===== config.mk =====
export PLATFORM = sky130hd
export DESIGN_NAME = crc_modulo2_divider_top
export DESIGN_NICKNAME = d
export VERILOG_FILES = /design/src/rtl/crcmd_pkg.sv /design/src/rtl/crcmd_front.sv /design/src/rtl/crcmd_queue.sv /design/src/rtl/crcmd_back.sv /design/src/rtl/crc_modulo2_divider_top.sv
export SDC_FILE = /design/constraint.sdc
export NUM_CORES = 1
export LEC_CHECK = 0
export ABC_CLOCK_PERIOD_IN_PS = 6310
export BUFFER_PORTS_ARGS = -buffer_cell sky130_fd_sc_hd__buf_2
export CAP_MARGIN = 0
export CORE_MARGIN = 4
export CORE_UTILIZATION = 40
export DETAILED_ROUTE_END_ITERATION = 12
export PLACE_DENSITY = 0.55
export SLEW_MARGIN = 40
export SYNTH_ARGS = -nofsm -noshare
export SYNTH_HDL_FRONTEND = slang
export SYNTH_SLANG_ARGS = --single-unit
export TNS_END_PERCENT = 10

===== constraint.sdc =====
create_clock -name clk -period 6.31 [get_ports clk]
set_input_delay 0.631 -clock clk [delete_from_list [all_inputs] [get_ports clk]]
set_output_delay 0.631 -clock clk [all_outputs]
set_load 0.02 [all_outputs]

===== src/rtl/crcmd_pkg.sv =====
// Shared constants and types of the bit-serial CRC divider.
`default_nettype none

package crcmd_pkg;

	localparam int TAPS_W     = 32;
	localparam int DEG_W      = 6;
	localparam int STATE_W    = 32;
	localparam int CFG_DATA_W = 32;
	localparam int CFG_IDX_W  = 1;

	localparam logic [CFG_IDX_W-1:0] CFG_TAPS   = 1'b0;
	localparam logic [CFG_IDX_W-1:0] CFG_DEGREE = 1'b1;

	localparam logic [TAPS_W-1:0] TAPS_RST = 32'd3;
	localparam logic [DEG_W-1:0]  DEG_RST  = 6'd3;

	typedef struct packed {
		logic out_bit;
		logic is_remainder;
		logic last_of_run;
	} result_t;

endpackage

`default_nettype wire


===== src/rtl/crcmd_front.sv =====
// Front end: configuration registers, remainder update and job classification.
`default_nettype none

module crcmd_front import crcmd_pkg::*; #(
	parameter int W  = 32,
	parameter int DW = 6,
	parameter int IW = 5
) (
	input  wire logic                  clk,
	input  wire logic                  arst_n,
	input  wire logic                  cfg_we,
	input  wire logic [CFG_IDX_W-1:0]  cfg_index,
	input  wire logic [CFG_DATA_W-1:0] cfg_data,
	input  wire logic                  push,
	input  wire logic                  q_full,
	input  wire logic                  data_bit,
	input  wire logic                  end_of_message,
	output logic                       job_push,
	output logic                       job_fb,
	output logic                       job_eom,
	output logic [DW-1:0]              job_deg,
	output logic [W-1:0]               job_rem
);

	logic [TAPS_W-1:0] taps_q;
	logic [DEG_W-1:0]  deg_q;
	logic [W-1:0]      part_q;

	logic [W-1:0]      taps_w;
	logic [DEG_W:0]    deg_ext;
	logic [DEG_W:0]    deg_clamp;
	logic [DW-1:0]     d;
	logic [DW-1:0]     dm1;
	logic [W-1:0]      mask;
	logic [W-1:0]      keep;
	logic [W-1:0]      rem_cur;
	logic [W-1:0]      rem_nxt;
	logic              fb;

	generate
		if (W > TAPS_W) begin : g_taps_wide
			assign taps_w = {{(W-TAPS_W){1'b0}}, taps_q};
		end else begin : g_taps_narrow
			assign taps_w = taps_q[W-1:0];
		end
	endgenerate

	always_comb begin
		deg_ext = {1'b0, deg_q};
		if (deg_q == '0) begin
			deg_clamp = (DEG_W+1)'(1);
		end else if (deg_ext > (DEG_W+1)'(W)) begin
			deg_clamp = (DEG_W+1)'(W);
		end else begin
			deg_clamp = deg_ext;
		end
		d   = DW'(deg_clamp);
		dm1 = d - DW'(1);
		for (int i = 0; i < W; i++) begin
			mask[i] = (i < int'(d));
			keep[i] = (i < STATE_W);
		end
		rem_cur = part_q & mask;
		fb      = data_bit ^ rem_cur[dm1[IW-1:0]];
		rem_nxt = ((rem_cur << 1) & mask) ^ ({W{fb}} & taps_w & mask);
	end

	assign job_push = push && !q_full;
	assign job_fb   = fb;
	assign job_eom  = end_of_message;
	assign job_deg  = d;
	assign job_rem  = rem_nxt;

	always_ff @(posedge clk or negedge arst_n) begin
		if (!arst_n) begin
			taps_q <= TAPS_RST;
			deg_q  <= DEG_RST;
			part_q <= '0;
		end else begin
			if (cfg_we) begin
				case (cfg_index)
					CFG_TAPS:   taps_q <= cfg_data[TAPS_W-1:0];
					CFG_DEGREE: deg_q  <= cfg_data[DEG_W-1:0];
					default:    ;
				endcase
			end
			if (job_push) begin
				part_q <= end_of_message ? '0 : (rem_nxt & keep);
			end
		end
	end

endmodule

`default_nettype wire


===== src/rtl/crcmd_queue.sv =====
// Short job queue between the front and back ends.
`default_nettype none

module crcmd_queue #(
	parameter int DATA_W = 8,
	parameter int DEPTH  = 2
) (
	input  wire logic              clk,
	input  wire logic              arst_n,
	input  wire logic              wr_en,
	input  wire logic [DATA_W-1:0] wr_data,
	input  wire logic              rd_en,
	output logic [DATA_W-1:0]      rd_data,
	output logic                   full,
	output logic                   empty
);

	localparam int PW = (DEPTH > 1) ? $clog2(DEPTH) : 1;
	localparam int CW = $clog2(DEPTH + 1);

	logic [DATA_W-1:0] mem_q [DEPTH];
	logic [PW-1:0]     wr_ptr_q;
	logic [PW-1:0]     rd_ptr_q;
	logic [CW-1:0]     cnt_q;

	assign full    = (cnt_q == CW'(DEPTH));
	assign empty   = (cnt_q == '0);
	assign rd_data = mem_q[rd_ptr_q];

	always_ff @(posedge clk) begin
		if (wr_en) begin
			mem_q[wr_ptr_q] <= wr_data;
		end
	end

	always_ff @(posedge clk or negedge arst_n) begin
		if (!arst_n) begin
			wr_ptr_q <= '0;
			rd_ptr_q <= '0;
			cnt_q    <= '0;
		end else begin
			if (wr_en) begin
				wr_ptr_q <= (wr_ptr_q == PW'(DEPTH - 1)) ? '0 : wr_ptr_q + PW'(1);
			end
			if (rd_en) begin
				rd_ptr_q <= (rd_ptr_q == PW'(DEPTH - 1)) ? '0 : rd_ptr_q + PW'(1);
			end
			case ({wr_en, rd_en})
				2'b10:   cnt_q <= cnt_q + CW'(1);
				2'b01:   cnt_q <= cnt_q - CW'(1);
				default: cnt_q <= cnt_q;
			endcase
		end
	end

endmodule

`default_nettype wire


===== src/rtl/crcmd_back.sv =====
// Back end: emits quotient and remainder bits into the result register.
`default_nettype none

module crcmd_back import crcmd_pkg::*; #(
	parameter int W  = 32,
	parameter int DW = 6,
	parameter int IW = 5
) (
	input  wire logic          clk,
	input  wire logic          arst_n,
	input  wire logic          job_valid,
	input  wire logic          job_fb,
	input  wire logic          job_eom,
	input  wire logic [DW-1:0] job_deg,
	input  wire logic [W-1:0]  job_rem,
	output logic               job_done,
	input  wire logic          res_pop,
	output result_t            res,
	output logic               res_valid
);

	result_t       res_q;
	logic          res_v_q;
	logic [DW-1:0] cnt_q;

	result_t       nxt;
	logic [DW-1:0] cnt_m1;
	logic          adv;
	logic          fin;

	always_comb begin
		adv    = job_valid && (!res_v_q || res_pop);
		cnt_m1 = cnt_q - DW'(1);
		if (cnt_q == '0) begin
			nxt.out_bit      = job_fb;
			nxt.is_remainder = 1'b0;
			nxt.last_of_run  = !job_eom;
			fin              = !job_eom;
		end else begin
			nxt.out_bit      = job_rem[cnt_m1[IW-1:0]];
			nxt.is_remainder = 1'b1;
			nxt.last_of_run  = (cnt_q == DW'(1));
			fin              = (cnt_q == DW'(1));
		end
	end

	assign job_done  = adv && fin;
	assign res       = res_q;
	assign res_valid = res_v_q;

	always_ff @(posedge clk) begin
		if (adv) begin
			res_q <= nxt;
		end
	end

	always_ff @(posedge clk or negedge arst_n) begin
		if (!arst_n) begin
			res_v_q <= 1'b0;
			cnt_q   <= '0;
		end else begin
			if (adv) begin
				res_v_q <= 1'b1;
				if (cnt_q == '0) begin
					cnt_q <= job_eom ? job_deg : '0;
				end else begin
					cnt_q <= cnt_m1;
				end
			end else if (res_pop) begin
				res_v_q <= 1'b0;
			end
		end
	end

endmodule

`default_nettype wire


===== src/rtl/crc_modulo2_divider_top.sv =====
// Top level of the bit-serial CRC divider with configurable polynomial.
//
//  channel   | handshake        | payload
//  ----------+------------------+---------------------------------------
//  config    | cfg_we           | cfg_index, cfg_data
//  input     | push / full      | data_bit, end_of_message
//  result    | empty / pop      | out_bit, is_remainder, last_of_run
//
//  One message bit is taken per cycle while the queue is not full; an ordinary bit yields
//  one result a cycle while results are popped. A final bit yields its quotient bit, then
//  degree check bits; the front keeps taking bits until the two-entry job queue fills.
//  Jobs pass the queue and then the result register; a withheld pop stalls the back end and, via full, the front.
//  Reset clears the remainder and loads taps 3, degree 3; no clearing pass is needed.
`default_nettype none

module crc_modulo2_divider_top import crcmd_pkg::*; #(
	parameter int MAX_DEGREE = 32
) (
	input  wire logic                  clk,
	input  wire logic                  arst_n,
	input  wire logic                  cfg_we,
	input  wire logic [CFG_IDX_W-1:0]  cfg_index,
	input  wire logic [CFG_DATA_W-1:0] cfg_data,
	input  wire logic                  push,
	output logic                       full,
	input  wire logic                  data_bit,
	input  wire logic                  end_of_message,
	output logic                       empty,
	input  wire logic                  pop,
	output logic                       out_bit,
	output logic                       is_remainder,
	output logic                       last_of_run
);

	localparam int W      = MAX_DEGREE;
	localparam int DW     = $clog2(W + 1);
	localparam int IW     = (W > 1) ? $clog2(W) : 1;
	localparam int JOB_W  = W + DW + 2;
	localparam int QDEPTH = 2;

	logic              job_push;
	logic              job_fb;
	logic              job_eom;
	logic [DW-1:0]     job_deg;
	logic [W-1:0]      job_rem;
	logic [JOB_W-1:0]  q_wdata;
	logic [JOB_W-1:0]  q_rdata;
	logic              q_full;
	logic              q_empty;
	logic              job_done;
	result_t           res;
	logic              res_valid;

	crcmd_front #(
		.W  (W),
		.DW (DW),
		.IW (IW)
	) u_front (
		.clk            (clk),
		.arst_n         (arst_n),
		.cfg_we         (cfg_we),
		.cfg_index      (cfg_index),
		.cfg_data       (cfg_data),
		.push           (push),
		.q_full         (q_full),
		.data_bit       (data_bit),
		.end_of_message (end_of_message),
		.job_push       (job_push),
		.job_fb         (job_fb),
		.job_eom        (job_eom),
		.job_deg        (job_deg),
		.job_rem        (job_rem)
	);

	assign q_wdata = {job_fb, job_eom, job_deg, job_rem};

	crcmd_queue #(
		.DATA_W (JOB_W),
		.DEPTH  (QDEPTH)
	) u_queue (
		.clk     (clk),
		.arst_n  (arst_n),
		.wr_en   (job_push),
		.wr_data (q_wdata),
		.rd_en   (job_done),
		.rd_data (q_rdata),
		.full    (q_full),
		.empty   (q_empty)
	);

	crcmd_back #(
		.W  (W),
		.DW (DW),
		.IW (IW)
	) u_back (
		.clk       (clk),
		.arst_n    (arst_n),
		.job_valid (!q_empty),
		.job_fb    (q_rdata[JOB_W-1]),
		.job_eom   (q_rdata[JOB_W-2]),
		.job_deg   (q_rdata[W+DW-1:W]),
		.job_rem   (q_rdata[W-1:0]),
		.job_done  (job_done),
		.res_pop   (pop),
		.res       (res),
		.res_valid (res_valid)
	);

	assign full         = q_full;
	assign empty        = !res_valid;
	assign out_bit      = res.out_bit;
	assign is_remainder = res.is_remainder;
	assign last_of_run  = res.last_of_run;

`ifndef SYNTHESIS
	a_queue_sane: assert property (@(posedge clk) disable iff (!arst_n)
		!(q_full && q_empty))
		else $error("job queue reports full and empty together");

	a_request_lands: assert property (@(posedge clk) disable iff (!arst_n)
		(push && !full) |=> (!q_empty || !empty))
		else $error("accepted request vanished");

	a_check_follows: assert property (@(posedge clk) disable iff (!arst_n)
		(!empty && pop && !is_remainder && !last_of_run) |=> (!empty && is_remainder))
		else $error("final quotient bit not followed by a check bit");
`endif

endmodule

`default_nettype wire


==> impl_metrics.tcl <==
set metrics [dict create \
    gp_congestion 0.847 \
    use_met1 0.266 \
    wl_mm 21.7 \
    syn-num-nets 706 \
    grt.overflow.total 0 \
    syn-cell-area_mm2 0.00844 \
    register_area_mm2 0.00453 \
    cts_setup_buffers 0 \
    async_reset_ff_frac 0.494 \
    cts_max_level 4 \
    routedWlPerCell_um 22.4 \
    worstSetupStartpoint "u_front.deg_q[0]" \
    path_max_fanout 24 \
    insertion_delay_ns 0.43 \
    dp_hpwl_mm 15.0 \
    endpoint_kind "flop" \
    synth_edf_count 83 \
    die_area_mm2 0.0235 \
    initial_core_util 0.412 \
    dr.pass1.iters 4 \
    ys_types 71 \
    avgViaCountPerCell 5.73 \
    synth_warnings 0 \
    rows 52 \
    ff2ff_setup_slack_ns 1.88 \
    grt.busiest_layer "met2" \
    syn_area_per_cell_um2 12.8 \
    ir_drop_mv 0.179 \
    r2r_end "u_queue.mem_q[0][30]" \
    ys.flop_type "edfxtp_1" \
    final.setup_skew_ns 0.0118 \
    drv_slew 0 \
    drc 0 \
    outcome "complete, no violations" \
    drv_cap 0 \
    final_layout_size_suffix_gt1_frac 0.319 \
    p_per_area_mw_per_mm2 476 \
    rsz0062_at_grt "no" \
    crit_end "u_queue.mem_q[0][30]" \
    port_buffers 44 \
    required_ns 6.54 \
    hold_violations 0 \
    track_usage 0.190 \
    setup_viol 0 \
    worst_setup_path_start_kind "flop" \
    numCtsBuffers 17 \
    clk_pin_slew_ns 0.07 \
    grt_pass1_vias 5768 \
    tns_ns 0 \
    cts_resized 0 \
    area_delta_synth_final_pct 12.0 \
    nFillCells 1875 \
    core_area_mm2 0.0205 \
    reg2reg_from "u_front.deg_q[0]" \
    hold_ws_ns 0.0325 \
    vias 5547 \
    ioPinCount 45 \
    use_met2 0.301 \
    final_cell_mix "83 x edfxtp_1, 76 x dfrtp_1, 52 x nor2_1" \
    yosysSeqAreaShare 0.536 \
    worst_pin_slew_ns 0.709 \
    dieHeight_um 153 \
    max-clock-path-buffers 2 \
    grt_pass1_wl_mm 34.5 \
    worst-endpoint-arrival_ns 4.66 \
    period_needed_ns 4.43 \
    leakagePower_nw 3.53 \
    grt_antenna_before_repair 0 \
    max_clock_freq_mhz 226 \
    clock-sinks 164 \
    nNetsFinal 730 \
    hp-class "input pin to async pin" \
    grt_start_max_net_pins 71 \
    hold_buffers 0 \
    diodes 0 \
    antenna_left 0 \
    cts_tree "yes" \
    final_common_cell "edfxtp_1" \
    synth_cells 661 \
    ys_ff_latch 164 \
    drt-initial-drc-count 531 \
    multi_input_area_mm2 0.00362 \
    crit_type "flop to flop" \
    relSlewSlack 0.526 \
    period_share 0.701 \
    reg2regPathDepth 13 \
    cts-root-buf "clkbuf_16" \
    chipWidth_um 153 \
    use_met3 0.0368 \
]
-- per-stage QoR --
step	worst slack [ns]	area, um^2	util	power [mW]	instances
floorplan	2.36	8440	-	3.00	661
global placement	1.72	8850	0.432	3.46	936
detailed placement	1.96	8870	0.433	3.50	936
CTS	1.95	9450	0.461	4.53	968
global route	1.64	9450	0.461	4.76	968
finish	1.88	9450	0.461	4.50	968
-- worst min-delay path by stage --
stage | start | endpoint | slack (ns) | cells after the start
finish | arst_n | u_back.cnt_q[5] | 0.03 | 1
global route | arst_n | u_back.cnt_q[5] | 0.04 | 1
CTS | arst_n | u_back.cnt_q[5] | 0.03 | 1
detailed placement | u_front.part_q[10] | u_front.part_q[10] | 0.48 | 2
global placement | u_front.part_q[8] | u_front.part_q[8] | 0.46 | 2
floorplan | arst_n | u_back.cnt_q[0] | 0.34 | 0
-- kinds of logic after synthesis --
logic type      count (synthesis)  synth area share
mux                            61             0.109
buf+inv                        67            0.0388
compound gates                151             0.166
simple gates                  172             0.100
fa+ha+maj                       5           0.00741
xor+xnor                       41            0.0426
flops                         164             0.536
-- power by group --
group / switching [mW] / total, mW / internal (mW) / leakage, nW
clock network: 0.498 / 1.03 / 0.531 / 0.286
registers: 0.228 / 1.77 / 1.55 / 1.79
logic: 1.01 / 1.70 / 0.691 / 1.46
total: 1.73 / 4.50 / 2.77 / 3.53
-- layer usage --
layer  vias up  routed length (um)
met1      2839               10100
met2       138               10300
met3        24                 933
li1       2546                   -
met4         0                 331
met5         -                   0
-- synth_stat cells, types with 4 or more instances --
library cell   n  area, um^2
a31oi_1        6        37.5
inv_1         12        45.0
a32o_1         6        60.1
xor2_1        13         114
dfstp_2        4         105
a221oi_1       4        35.0
a21oi_1       18        90.1
buf_2         19        95.1
ha_1           5        62.6
nor2_1        54         203
and2_1         7        43.8
edfxtp_1      83        2490
clkbuf_1      21        78.8
nor3_1         5        25.0
o2111ai_2     21         315
nand2_1       43         161
mux2_2        38         428
buf_6          7        78.8
xnor2_1       28         245
nand3_1       10        50.1
o21ai_0       15        75.1
o31ai_2       25         313
o21ai_1        4        20.0
nor4_1         4        25.0
nor2b_1       12        75.1
a21o_1         7        52.6
dfrtp_1       77        1930
nand4_1        4        25.0
or3_1          7        43.8
nand2b_1      11        68.8
buf_1          6        22.5
o2111ai_1     10        87.6
mux4_2        21         473
-- state kept, by name, summed over array words and instances (netlist names) --
name,count
u_back.cnt_q,6
u_back.res,3
u_back.res_valid,1
u_front.deg_q,6
u_front.part_q,32
u_front.taps_q,32
u_queue.cnt_q,2
u_queue.mem_q,80
u_queue.rd_ptr_q,1
u_queue.wr_ptr_q,1
-- layout make-up --
cell class / instances / share of cell area
Sequential cell: 164 / 0.479
Multi-Input combinational cell: 430 / 0.383
Clock buffer: 17 / 0.0450
Tap cell: 270 / 0.0357
Timing Repair Buffer: 58 / 0.0351
Clock inverter: 15 / 0.0165
Inverter: 14 / 0.00556
-- worst max-delay path, cell delays in order, from the launching register on --
cell and delay [ns]:
dfstp_2 0.68, o21a_2 0.35, inv_2 0.17, ha_1 0.34, nor2b_1 0.59, or3_1 0.20
nand4_1 0.08, a21oi_1 0.15, o31a_1 0.18, a21o_2 0.53, buf_4 0.32, o2111ai_2 0.14
xnor2_1 0.19, nor3_1 0.27
No activity file was read; power rests on OpenSTA's default activity.
